File: src/lzw_div.sv
module lzw_div (
  input  logic        clk_i,
  input  logic        rst_ni,
  input  logic        start_i,
  input  logic [31:0] num_i,
  input  logic [31:0] den_i,
  output logic        done_o,
  output logic [31:0] quot_o
);

  logic [31:0] rem_q, quo_q, den_q;
  logic [5:0]  cnt_q;
  logic        busy_q, done_q;
  logic [32:0] trial;

  // restoring division, one quotient bit a cycle
  assign trial = {rem_q, quo_q[31]} - {1'b0, den_q};

  always_ff @(posedge clk_i or negedge rst_ni) begin
    if (!rst_ni) begin
      rem_q  <= '0;
      quo_q  <= '0;
      den_q  <= '0;
      cnt_q  <= '0;
      busy_q <= 1'b0;
      done_q <= 1'b0;
    end else begin
      done_q <= 1'b0;
      if (start_i) begin
        rem_q  <= '0;
        quo_q  <= num_i;
        den_q  <= den_i;
        cnt_q  <= '0;
        busy_q <= 1'b1;
      end else if (busy_q) begin
        if (!trial[32]) begin
          rem_q <= trial[31:0];
          quo_q <= {quo_q[30:0], 1'b1};
        end else begin
          rem_q <= {rem_q[30:0], quo_q[31]};
          quo_q <= {quo_q[30:0], 1'b0};
        end
        cnt_q <= cnt_q + 6'd1;
        if (cnt_q == 6'd31) begin
          busy_q <= 1'b0;
          done_q <= 1'b1;
        end
      end
    end
  end

  assign done_o = done_q;
  assign quot_o = quo_q;

endmodule

File: config.mk
export PLATFORM = sky130hd
export DESIGN_NAME = lzw_div
export DESIGN_NICKNAME = d
export VERILOG_FILES = /design/src/lzw_div.sv
export SDC_FILE = /design/constraint.sdc
export NUM_CORES = 1
export LEC_CHECK = 0
export ABC_AREA = 1
export BUFFER_PORTS_ARGS = -buffer_cell sky130_fd_sc_hd__buf_2
export CORE_MARGIN = 10
export CORE_UTILIZATION = 30
export CTS_BUF_LIST = sky130_fd_sc_hd__clkbuf_8
export DETAILED_ROUTE_END_ITERATION = 7
export RECOVER_POWER = 50
export SYNTH_ARGS = -nofsm -noshare
export SYNTH_HDL_FRONTEND = slang
export SYNTH_SLANG_ARGS = --single-unit
File: constraint.sdc
create_clock -name clk_i -period 3.1 [get_ports clk_i]
set_input_delay 0.93 -clock clk_i [delete_from_list [all_inputs] [get_ports clk_i]]
set_output_delay 0.93 -clock clk_i [all_outputs]
set_load 0.005 [all_outputs]
==> key figures <==
Status
  • Run status: complete, but fails checks
  • Violated checks: capacitance limit, slew limit

Cells and area
  • Diodes inserted: 0
  • Fin nets: 1256
  • Ratio of cells with drive above 1 in the final layout: 14.40%
  • Synthesis-to-layout area growth: 14.20%
  • Filler cell count in the final layout: 2631
  • Post-Layout Cell Count: 1479

Floorplanning
  • Ports: 100
  • Area enclosed by the die boundary: 30600 µm²
  • Area of the placeable core: 23540 µm²
  • Die span in y: 174.9 µm
  • Effective utilization at floorplan: 30.59%
  • Die boundary width: 174.9 µm
  • Floorplan row count: 56

Drt
  • Vias per cell: 4.403
  • Routed length per placed instance: 12.81 µm
  • Number of search-and-repair iterations in the first detailed-routing pass: 5
  • WL final: 18.95 mm
  • DRT antenna net count: 0
  • Post-detailed-route DRC marker count: 0
  • Via Count: 6512
  • Initial DRC Count: 364

STA
  • Setup total negative slack: 0 ns
  • Transition time of the tightest slew-check pin: 2.149 ns
  • Final period util: 85.78%
  • Worst-case headroom to the max-slew limit: -43.24%
  • Max-slew violations: 169
  • Worst hold slack: 0.4822 ns
  • RSZ-0062 raised after global routing: false
  • Final-report hold violation count: 0
  • Final min period: 2.659 ns
  • Final worst-path setup slack: 0.4409 ns
  • Timing-limited maximum frequency: 376.1 MHz
  • Setup clock skew after layout: 0.01996 ns
  • Final setup fails: 0

Synthesis
  • Count of cell types in the netlist: 37
  • Mean instance size in the synthesized netlist: 6.761 µm²
  • Share of synthesized flip-flops with an asynchronous set or reset: 100.0%
  • Post-Syn Nets: 1166
  • Number of synthesized flops with an enable pin: 0
  • Share of synthesized area occupied by flip-flops and latches: 36.14%
  • Synth Cell Area: 7201 µm²
  • Post-synth top flop: dfrtp_1
  • Post-synthesis cell count: 1065
  • Post-synthesis sequential element count: 104
  • Synth warnings: 0

GRT
  • Via count of the first global-routing pass: 6557
  • Number of antenna violations at the first check in global routing: 1
  • Overall Global Routing Usage: 12.62%
  • Global-route wire length before repair: 32.43 mm
  • Pin count of the biggest net entering global routing: 96
  • Remaining global-route overflow: 0

Worst setup path
  • Critical path class: reg -> reg
  • Master of the slowest instance on the critical path: dfrtp_1
  • Arrival time at the worst endpoint: 2.98 ns
  • Largest delay contributor family on the critical path: simple AND/OR/NAND/NOR gates
  • Worst Path Max Fanout: 33
  • Capturing element type of the critical path: flip-flop
  • Req. time, crit path: 3.43 ns
  • Cells along the critical path: inv_1, ha_1, inv_1, fa_1, nand2_1, nand2_2, nand3_2, nand2_2, nand2_1, nand2_2, nand2_2, nand3_1, nand2_4, nand2_2, nand2_1, nand2_1, nand2_1
  • Critical path buffer and inverter count: 2
  • Maximum cell stage delay along the critical path: 0.40 ns
  • Worst setup SP type: flip-flop

Clock network
  • Bufs on Longest Clock Path: 2
  • Latest clock arrival within the worst-skew pair: 0.40 ns
  • Number of buffers added by the clock tree synthesis step: 9
  • Post-CTS setup buffer count: 0
  • Hold_buf cts: 0
  • Clock input transition at the sequential cells of the worst setup and hold paths: 0.13 ns
  • Clock Sinks: 104
  • Number of levels in the clock H-tree: 3
  • Clock Tree Root: clkbuf_8
  • # resized after CTS: 0
  • TritonCTS clock tree: done

Placed design
  • Placed wire-length estimate after detailed placement: 14.83 mm
  • Number of cells in the design after placement: 1463
  • Count of port buffers added during placement: 99
  • Post-place setup slack: 0.4311 ns
  • Final weighted congestion in routability-driven placement: 0.9200

Power
  • Total power density per cell area: 729.7 nW/µm²
  • Leakage power of the design: 4.689 nW
  • Peak supply drop: 283.4 µV
  • PnR Total Power: 6.000 mW

Worst hold path
  • Min-Delay Path Class: reg -> reg

Flow run
  • Max-Cap Viols: 3
==> Yosys cell counts, types with 2 or more instances <==
master / instances / area (µm²)
a21oi_1: 19 / 95.09
a21oi_2: 2 / 17.52
buf_12: 2 / 40.04
buf_4: 2 / 15.01
buf_6: 2 / 22.52
clkbuf_1: 20 / 75.07
dfrtp_1: 104 / 2603
ha_1: 33 / 412.9
inv_1: 210 / 788.3
inv_2: 2 / 7.510
nand2_1: 414 / 1554
nand2_2: 23 / 143.9
nand2_4: 3 / 33.78
nand3_1: 52 / 260.3
nand3_2: 10 / 100.1
nand3b_1: 3 / 22.52
nand4_1: 7 / 43.79
nor2_1: 50 / 187.7
nor2_2: 2 / 12.51
nor3_1: 7 / 35.03
nor4_1: 3 / 18.77
o211ai_1: 2 / 15.01
o21ai_0: 36 / 180.2
o21bai_1: 4 / 30.03
o221ai_1: 28 / 245.2
xnor2_1: 14 / 122.6
==> report_power, final <==
part	internal (mW)	leakage (nW)	switching, mW	total (mW)
clock network	0.333	0.107	0.591	0.924
registers	1.60	1.30	0.170	1.77
logic	1.15	3.28	2.16	3.30
total	3.08	4.69	2.92	6.00
==> path summary, 6_finish.rpt <==
kind	start	end	slack [ns]	depth (start not counted)
max	quot_o[31]$_DFFE_PN0P_	rem_q[27]$_DFFE_PN0P_	0.44	17
min	cnt_q[5]$_DFFE_PN0P_	cnt_q[5]$_DFFE_PN0P_	0.48	1
max reg2reg	quot_o[31]$_DFFE_PN0P_	rem_q[27]$_DFFE_PN0P_	0.44	17
min reg2reg	cnt_q[5]$_DFFE_PN0P_	cnt_q[5]$_DFFE_PN0P_	0.48	1
max in group asynchronous	rst_ni	cnt_q[1]$_DFFE_PN0P_	0.73	1
min in group asynchronous	rst_ni	quot_o[8]$_DFFE_PN0P_	1.13	1
==> placed cells by master (no fill, tap or decap), types with 19 or more instances in the layout <==
| cell | n |
|---|---|
| inv_1 | 210 |
| nand3_1 | 52 |
| dfrtp_1 | 104 |
| o21ai_0 | 36 |
| o221ai_1 | 28 |
| buf_2 | 97 |
| a21oi_1 | 19 |
| ha_1 | 33 |
| nand2_1 | 414 |
| nand2_2 | 23 |
| nor2_1 | 48 |
==> cells by family after synthesis <==
| family | share of synthesized area [%] |
|---|---|
| AND/OR/NAND/NOR | 33.94 |
| buffers and inverters | 13.43 |
| flip-flops | 36.14 |
| AO/OA/AOI/OAI | 8.654 |
| adder cells (fa/ha/maj) | 6.012 |
| XOR/XNOR | 1.825 |
==> state kept, by name, summed over array words and instances (netlist names) <==
| signal | cells |
|---|---|
| cnt_q | 6 |
| den_q | 32 |
| busy_q | 1 |
| rem_q | 32 |
| done_o | 1 |
| quot_o | 32 |
==> metrics by stage <==
step                      area [µm²]  util [%]
after global placement          8019     34.06
after detailed placement        8019     34.06
final                           8223     34.93
after CTS                       8237     34.99
after floorplan                 7201         -
after global routing            8223     34.93
==> layer usage <==
layer	GRT usage (%)	vias to the layer above	share of wire, %
met4	3.356	2	1.5
met2	20.28	123	44
met5	0	-	0.037
met3	4.074	21	6.0
li1	-	3435	-
met1	15.94	2931	48
==> worst reg2reg max path, cell delays in order (launching register included) <==
cell and delay (ns):
dfrtp_1 0.40, inv_1 0.10, ha_1 0.15, inv_1 0.07
fa_1 0.40, nand2_1 0.09, nand2_2 0.07, nand3_2 0.08
nand2_2 0.08, nand2_1 0.08, nand2_2 0.07, nand2_2 0.09
nand3_1 0.11, nand2_4 0.39, nand2_2 0.21, nand2_1 0.10
nand2_1 0.05, nand2_1 0.05
==> layout make-up <==
class	count	area [µm²]	area share, %
tap	319	399.1	4.854
multi-input combinational	721	3636	44.22
inverter	212	795.8	9.677
clock buffer	9	123.9	1.506
clock inverter	7	93.84	1.141
timing repair buffer	107	571.8	6.954
sequential	104	2603	31.65
Power figures use the tool's default switching activity.
