### config.mk
export PLATFORM = sky130hd
export DESIGN_NAME = lzw_obuf
export DESIGN_NICKNAME = d
export VERILOG_FILES = /design/src/lzw_pkg.sv /design/src/lzw_obuf.sv
export SDC_FILE = /design/constraint.sdc
export NUM_CORES = 1
export LEC_CHECK = 0
export CAP_MARGIN = 10
export CORE_MARGIN = 1
export CORE_UTILIZATION = 55
export CTS_BUF_LIST = sky130_fd_sc_hd__clkbuf_16
export CTS_CLUSTER_SIZE = 30
export DETAILED_ROUTE_END_ITERATION = 10
export DONT_BUFFER_PORTS = 1
export HOLD_SLACK_MARGIN = 0.15
export PLACE_DENSITY = 0.7
export SLEW_MARGIN = 25
export SYNTH_ARGS = -nofsm -noshare
export SYNTH_HDL_FRONTEND = slang
export SYNTH_SLANG_ARGS = --single-unit
### constraint.sdc
create_clock -name clk_i -period 1.65 [get_ports clk_i]
set_clock_uncertainty 0.05 [all_clocks]
set_input_delay 0.165 -clock clk_i [delete_from_list [all_inputs] [get_ports clk_i]]
set_output_delay 0.165 -clock clk_i [all_outputs]
set_load 0.005 [all_outputs]
### src/lzw_pkg.sv
package lzw_pkg;

  // stream header
  localparam logic [7:0] HdrMagic0 = 8'h1f;
  localparam logic [7:0] HdrMagic1 = 8'h9d;
  localparam logic [7:0] HdrBlockFlag = 8'h80;

  localparam int unsigned ClearCode = 256;
  localparam int unsigned FirstCode = 257;
  localparam int unsigned StartWidth = 9;
  localparam int unsigned HeaderBits = 24;
  localparam logic [15:0] CheckGapReset = 16'd2000;

  // ratio limits
  localparam logic [31:0] RatioBigIn = 32'h007f_ffff;
  localparam logic [31:0] RatioMax = 32'h7fff_ffff;

  // request from the encoder to the output buffer
  typedef struct packed {
    logic       push;
    logic       flush;
    logic [7:0] data;
  } ob_req_t;

endpackage

### src/lzw_obuf.sv
module lzw_obuf (
  input  logic             clk_i,
  input  logic             rst_ni,
  input  lzw_pkg::ob_req_t req_i,
  output logic             rdy_o,
  output logic             m_axis_tvalid_o,
  input  logic             m_axis_tready_i,
  output logic [7:0]       m_axis_tdata_o,
  output logic             m_axis_tlast_o
);

  // one byte is held back so the last byte before a flush can be marked
  logic       hvld_q, ovld_q, olast_q;
  logic [7:0] hold_q, odata_q;
  logic       out_free;

  assign out_free = !ovld_q || m_axis_tready_i;
  assign rdy_o    = !hvld_q || out_free;

  always_ff @(posedge clk_i or negedge rst_ni) begin
    if (!rst_ni) begin
      hvld_q  <= 1'b0;
      ovld_q  <= 1'b0;
      olast_q <= 1'b0;
      hold_q  <= '0;
      odata_q <= '0;
    end else begin
      if (m_axis_tready_i) begin
        ovld_q <= 1'b0;
      end
      if (req_i.push) begin
        if (hvld_q) begin
          ovld_q  <= 1'b1;
          odata_q <= hold_q;
          olast_q <= 1'b0;
        end
        hold_q <= req_i.data;
        hvld_q <= 1'b1;
      end else if (req_i.flush && hvld_q) begin
        ovld_q  <= 1'b1;
        odata_q <= hold_q;
        olast_q <= 1'b1;
        hvld_q  <= 1'b0;
      end
    end
  end

  assign m_axis_tvalid_o = ovld_q;
  assign m_axis_tdata_o  = odata_q;
  assign m_axis_tlast_o  = olast_q;

endmodule

==> impl_metrics.json, run 1 <==
{
  "grt_use_total": 0.188,
  "critical_path.top_delay_family": "buffers and inverters",
  "yosysTopAreaCell": "dfrtp_1",
  "num_vias": 400,
  "diodes": 0,
  "postRouteAntennaNets": 0,
  "cp-start-kind": "input port",
  "ir_drop_v": 0.00107,
  "layout_min_cycle_time_ns": 1.59,
  "routabilityCongestion": 0.508,
  "clock_path_buffers": 2,
  "drv.max_cap_violation_count": 0,
  "die_x_um": 38.1,
  "ios": 24,
  "drtIter0Drc": 0,
  "drc": 0,
  "comb_power_share": 0.100,
  "slew_headroom": 0.458,
  "clkPwrFrac": 0.409,
  "multi_input_area_um2": 228,
  "ys_async_sr_fraction": 1.00,
  "final-max-slew-violation-count": 0,
  "wl_per_cell_um": 15.5,
  "cp_data_required_time_ns": 1.73,
  "slowest_delay_ns": 0.74,
  "initial_core_util": 0.621,
  "routed_via_density": 5.48,
  "hold_class": "input port to output pin",
  "synth_flop_cell": "dfrtp_1",
  "fmaxAchievable_mhz": 630,
  "grt_max_degree": 20,
  "ctsHoldBuffers": 12,
  "wl_um": 1130,
  "clk_pin_slew_worst_paths_ns": 0.05,
  "ys_types": 9,
  "status": "complete, no violations",
  "setup-violations-final": 0,
  "drive_above_1_share": 0.373,
  "areaGrowthSynthToFinish_pct": 29.3,
  "p_seq_frac": 0.491,
  "synth-edff-count": 0,
  "worstPathArrival_ns": 1.66,
  "chipHeight_um": 38.1,
  "antenna_found_initial": 0,
  "setup.worst_path.class": "input port to flop",
  "core_um2": 1160,
  "cp-end-kind": "flop",
  "grt_overflow": 0,
  "p_leak_nw": 0.402,
  "syn_nets": 57,
  "p_switching_mw": 0.239,
  "seq_area_frac_synth": 0.662,
  "hold_viol_final": 0,
  "worst-path-buf-inv": 1,
  "ys_warn_count": 0,
  "swShare": 0.205,
  "cts_tree": "done",
  "rsz0062_at_grt": "false",
  "slowest_stage": "dlygate4sd3_1",
  "final_cell_area_um2": 928,
  "post_dp_cell_area_um2": 728,
  "yosys-top-cells-area": "dfrtp_1 66%, mux2_2 25%, o21ai_4 2.3%",
  "n_fill_cell": 69,
  "ys_top_cells_by_count": "19 x dfrtp_1, 16 x mux2_2, 2 x a21oi_1, 2 x inv_1",
  "cts_sinks": 19,
  "worst-path-max-fanout": 11,
  "post_cts_buffers": 0,
  "clkLatencyLatePin_ns": 0.24,
  "cts_resized": 0,
  "worst_slew_pin_slew_ns": 0.810,
  "syn_area_per_cell_um2": 16.3,
  "grt_pass1_vias": 425,
  "netlist.area_leader.share": 0.662,
  "yosysMostFrequentCell": "dfrtp_1",
  "first_pass_iters": 1,
  "port_buffers": 0,
  "yosys_register_bits": 19,
  "grt_pass1_wl_um": 1840,
  "internal_power_mw": 0.927,
  "cts-buffers-inserted": 3,
  "cts_root_buffer": "clkbuf_16",
  "cp_cell_sequence": "dlygate4sd3_1 > o21ai_4 > mux2_2",
  "fp.dieArea_um2": 1450,
  "syn_inst": 44,
  "rows": 12,
  "nNetsFinal": 73,
  "register_area_um2": 475,
  "final.period_utilization": 0.961,
  "fin_tns_setup_ns": 0,
  "h-tree-depth": 1,
  "power_density_nw_per_um2": 1260,
  "syn_area_um2": 718
}
kinds of logic after synthesis:
group,Yosys count,synth area share
flops,19,0.662
buf+inv,3,0.0209
mux,16,0.251
simple gates,1,0.0105
compound gates,5,0.0558
worst paths after layout:
path | depth (start not counted) | slack, ns | start | endpoint
max | 3 | 0.06 | req_i[9] | m_axis_tdata_o[4]
min | 1 | 0.38 | m_axis_tready_i | rdy_o
max reg2reg | 2 | 0.49 | hvld_q | m_axis_tdata_o[4]
min reg2reg | 1 | 0.45 | hold_q[5] | m_axis_tdata_o[5]
max in group asynchronous | 1 | 0.64 | rst_ni | m_axis_tdata_o[4]
min in group asynchronous | 1 | 0.41 | rst_ni | m_axis_tdata_o[7]
layer usage:
metal / GRT usage / routed length, um
met1: 0.247 / 512
met2: 0.318 / 543
met3: 0.0523 / 73
met4: 0.0268 / 0
met5: 0 / 0
power by group through the flow:
stage	clock network, mW	logic, mW	registers (mW)
final	0.477	0.117	0.572
after global routing	0.501	0.130	0.580
after CTS	0.486	0.119	0.573
after detailed placement	0	0.0817	0.581
after global placement	0	0.0750	0.579
after floorplan	0	0.0758	0.569
state kept, by name (all words and copies together), names as in the netlist:
signal	count
hold_q	8
hvld_q	1
m_axis_tdata_o	8
m_axis_tlast_o	1
m_axis_tvalid_o	1
cell type report:
cell class	instances	area share
flip-flops and latches	19	0.512
multi-input cells	22	0.245
repair buffers	12	0.129
clock buffers	3	0.0809
well taps	14	0.0189
inverters	2	0.00809
clock inverters	1	0.00539
per-stage QoR:
stage	hold slack, ns	util	instances	total power, mW	setup WS [ns]
6_report	0.380	0.803	73	1.17	0.0638
5_1_grt	0.384	0.803	73	1.21	0.00711
4_1_cts	0.380	0.803	73	1.18	0.0503
3_5_place_dp	-0.180	0.630	57	0.663	0.495
3_3_place_gp	-0.180	0.630	57	0.654	0.550
2_1_floorplan	-0.181	-	44	0.645	0.582
cells in the final DEF (no fill, tap or decap):
cell type / Yosys / layout
o21ai_0: 1 / 1
o21ai_4: 1 / 1
mux2_2: 16 / 16
inv_1: 2 / 2
dfrtp_1: 19 / 19
a21o_2: 1 / 1
dlygate4sd3_1: 0 / 12
a21oi_1: 2 / 2
clkbuf_16: 0 / 3
nand3b_1: 1 / 1
clkinv_2: 0 / 1
Power figures use the tool's default switching activity.
==> run 2: changes to the inputs <==
- ABC_AREA: not set -> 1
==> run 2 against run 1 <==
Effect of this change:
- flip-flop and latch count is the same
- critical path depth rose by 2
- clock power about the same
- sequential share of layout area down 6.8 points
- sequential power decreased by 1%
- clock-buffer cell count did not move
- critical endpoint is now m_axis_tlast_o
==> impl_metrics.json, run 2 <==
{
  "status": "complete, no violations",
  "n_fill_cell": 43,
  "yosys-top-cells-area": "dfrtp_1 63%, nand2_1 22%, nand3_1 6.0%",
  "final-max-slew-violation-count": 0,
  "cp_cell_sequence": "dlygate4sd3_1 > inv_2 > nand3_1 > dlygate4sd3_1 > nand2_1",
  "areaGrowthSynthToFinish_pct": 41.7,
  "drc": 0,
  "yosys_register_bits": 19,
  "wl_per_cell_um": 16.7,
  "layout_commonest_cell": "nand2_1",
  "hold_viol_final": 0,
  "syn_area_per_cell_um2": 9.11,
  "clock_path_buffers": 2,
  "grt_pass1_vias": 744,
  "worst-path-buf-inv": 3,
  "cts-buffers-inserted": 3,
  "layout_min_cycle_time_ns": 1.62,
  "worst_path_most_repeated_cell": "dlygate4sd3_1",
  "power_density_nw_per_um2": 1120,
  "fp.dieArea_um2": 1530,
  "cts_root_buffer": "clkbuf_16",
  "pre_cts_ws_ns": 0.600,
  "grt_max_degree": 20,
  "yosysMostFrequentCell": "nand2_1",
  "critical_path.startpoint": "req_i[9]",
  "rr_startpoint": "hvld_q",
  "chipHeight_um": 39.1,
  "endpoint": "m_axis_tlast_o",
  "seq_area_frac_synth": 0.629,
  "cp.depth": 5,
  "h-tree-depth": 1,
  "critical_path.top_delay_family": "buffers and inverters",
  "die_x_um": 39.1,
  "postRouteAntennaNets": 0,
  "final_cell_mix": "45 x nand2_1, 22 x dlygate4sd3_1, 19 x dfrtp_1, 9 x nand3_1",
  "synth-edff-count": 0,
  "worst_slew_pin_slew_ns": 0.844,
  "worstPathArrival_ns": 1.75,
  "diodes": 0,
  "cp_data_required_time_ns": 1.78,
  "clk_pin_slew_worst_paths_ns": 0.05,
  "ir_drop_v": 0.000823,
  "synth_flop_cell": "dfrtp_1",
  "num_vias": 696,
  "post-dp-hpwl_um": 852,
  "final_cell_area_um2": 1070,
  "antenna_found_initial": 0,
  "syn_nets": 96,
  "ff2ff_setup_slack_ns": 0.11,
  "grt_pass1_wl_um": 3300,
  "instances_no_fill": 123,
  "routed_via_density": 5.66,
  "drv.max_cap_violation_count": 0,
  "setup-violations-final": 0,
  "routabilityCongestion": 0.746,
  "setup.worst_path.class": "input port to flop",
  "wl_um": 2060,
  "grt_use_total": 0.342,
  "syn_area_um2": 756,
  "ys_types": 12,
  "initial_core_util": 0.637,
  "p_leak_nw": 0.549,
  "ys_top_cells_by_count": "45 x nand2_1, 19 x dfrtp_1, 9 x nand3_1, 2 x inv_1",
  "r2r_end": "m_axis_tvalid_o",
  "final.period_utilization": 0.981,
  "dp_cells": 94,
  "drtIter0Drc": 29,
  "fin_tns_setup_ns": 0,
  "grt_overflow": 0,
  "core_um2": 1190,
  "port_buffers": 0,
  "nNetsFinal": 123,
  "ys_warn_count": 0,
  "cp-start-kind": "input port",
  "ys_async_sr_fraction": 1.00,
  "yosysTopAreaCell": "dfrtp_1",
  "ios": 24,
  "worst-path-max-fanout": 11,
  "first_pass_iters": 4,
  "rr_worst_depth": 3,
  "slowest_stage": "dlygate4sd3_1",
  "rsz0062_at_grt": "false",
  "slew_headroom": 0.436,
  "rows": 12,
  "cts_sinks": 19,
  "hold_class": "input port to output pin",
  "fmaxAchievable_mhz": 618,
  "final.setup.worst_slack_ns": 0.0311,
  "cts_tree": "done",
  "netlist.area_leader.share": 0.629,
  "cp-end-kind": "flop",
  "syn_inst": 83,
  "slowest_delay_ns": 0.62,
  "drive_above_1_share": 0.0826,
  "clkLatencyLatePin_ns": 0.24,
  "post_dp_cell_area_um2": 749
}
## run 2: metal layers
layer,GRT usage,share of wire,vias up
met4,0.198,0.028,0
met5,0,0,-
met2,0.608,0.53,33
met3,0.0809,0.057,8
li1,-,-,307
met1,0.359,0.38,348
## run 2: how the worst min path moves through the flow
stage / from / end / slack, ns / cells after the start
2_1_floorplan: rst_ni / hold_q[0] / -0.18 / 0
3_3_place_gp: rst_ni / m_axis_tvalid_o / -0.18 / 0
3_5_place_dp: rst_ni / m_axis_tvalid_o / -0.18 / 0
4_1_cts: m_axis_tready_i / rdy_o / 0.37 / 2
5_1_grt: m_axis_tready_i / rdy_o / 0.38 / 2
6_report: m_axis_tready_i / rdy_o / 0.38 / 2
## run 2: where the power goes
| part | total (mW) | internal (mW) | switching (mW) |
|---|---|---|---|
| logic | 0.156 | 0.0814 | 0.0747 |
| clock network | 0.478 | 0.322 | 0.157 |
| registers | 0.565 | 0.519 | 0.0457 |
## run 2: timing repair
item	in CTS	in global routing
setup buffers	0	3
gates resized for setup	0	0
hold buffers	22	0
endpoints found under the hold margin	38	0
setup endpoints to repair	0	1
## run 2: cell families after synthesis
kind of cell | count (synthesis) | synth area share
AOI/OAI and AO/OA | 2 | 0.0281
buffers and inverters | 6 | 0.0464
and+or+nand+nor | 56 | 0.296
DFF | 19 | 0.629
## run 2: layout make-up
| class | instances | area [um^2] | area share |
|---|---|---|---|
| Timing Repair Buffer | 25 | 243 | 0.227 |
| Inverter | 3 | 11.3 | 0.0105 |
| Tap cell | 14 | 17.5 | 0.0164 |
| Clock inverter | 1 | 3.75 | 0.00350 |
| Sequential cell | 19 | 475 | 0.444 |
| Multi-Input combinational cell | 58 | 245 | 0.229 |
| Clock buffer | 3 | 75.1 | 0.0701 |
## run 2: per-stage QoR
stage	hold WS [ns]	total power [mW]	util
after floorplan	-0.181	0.628	-
after global placement	-0.180	0.637	0.632
after detailed placement	-0.180	0.640	0.632
after CTS	0.374	1.17	0.884
after global routing	0.379	1.25	0.903
final	0.379	1.20	0.903
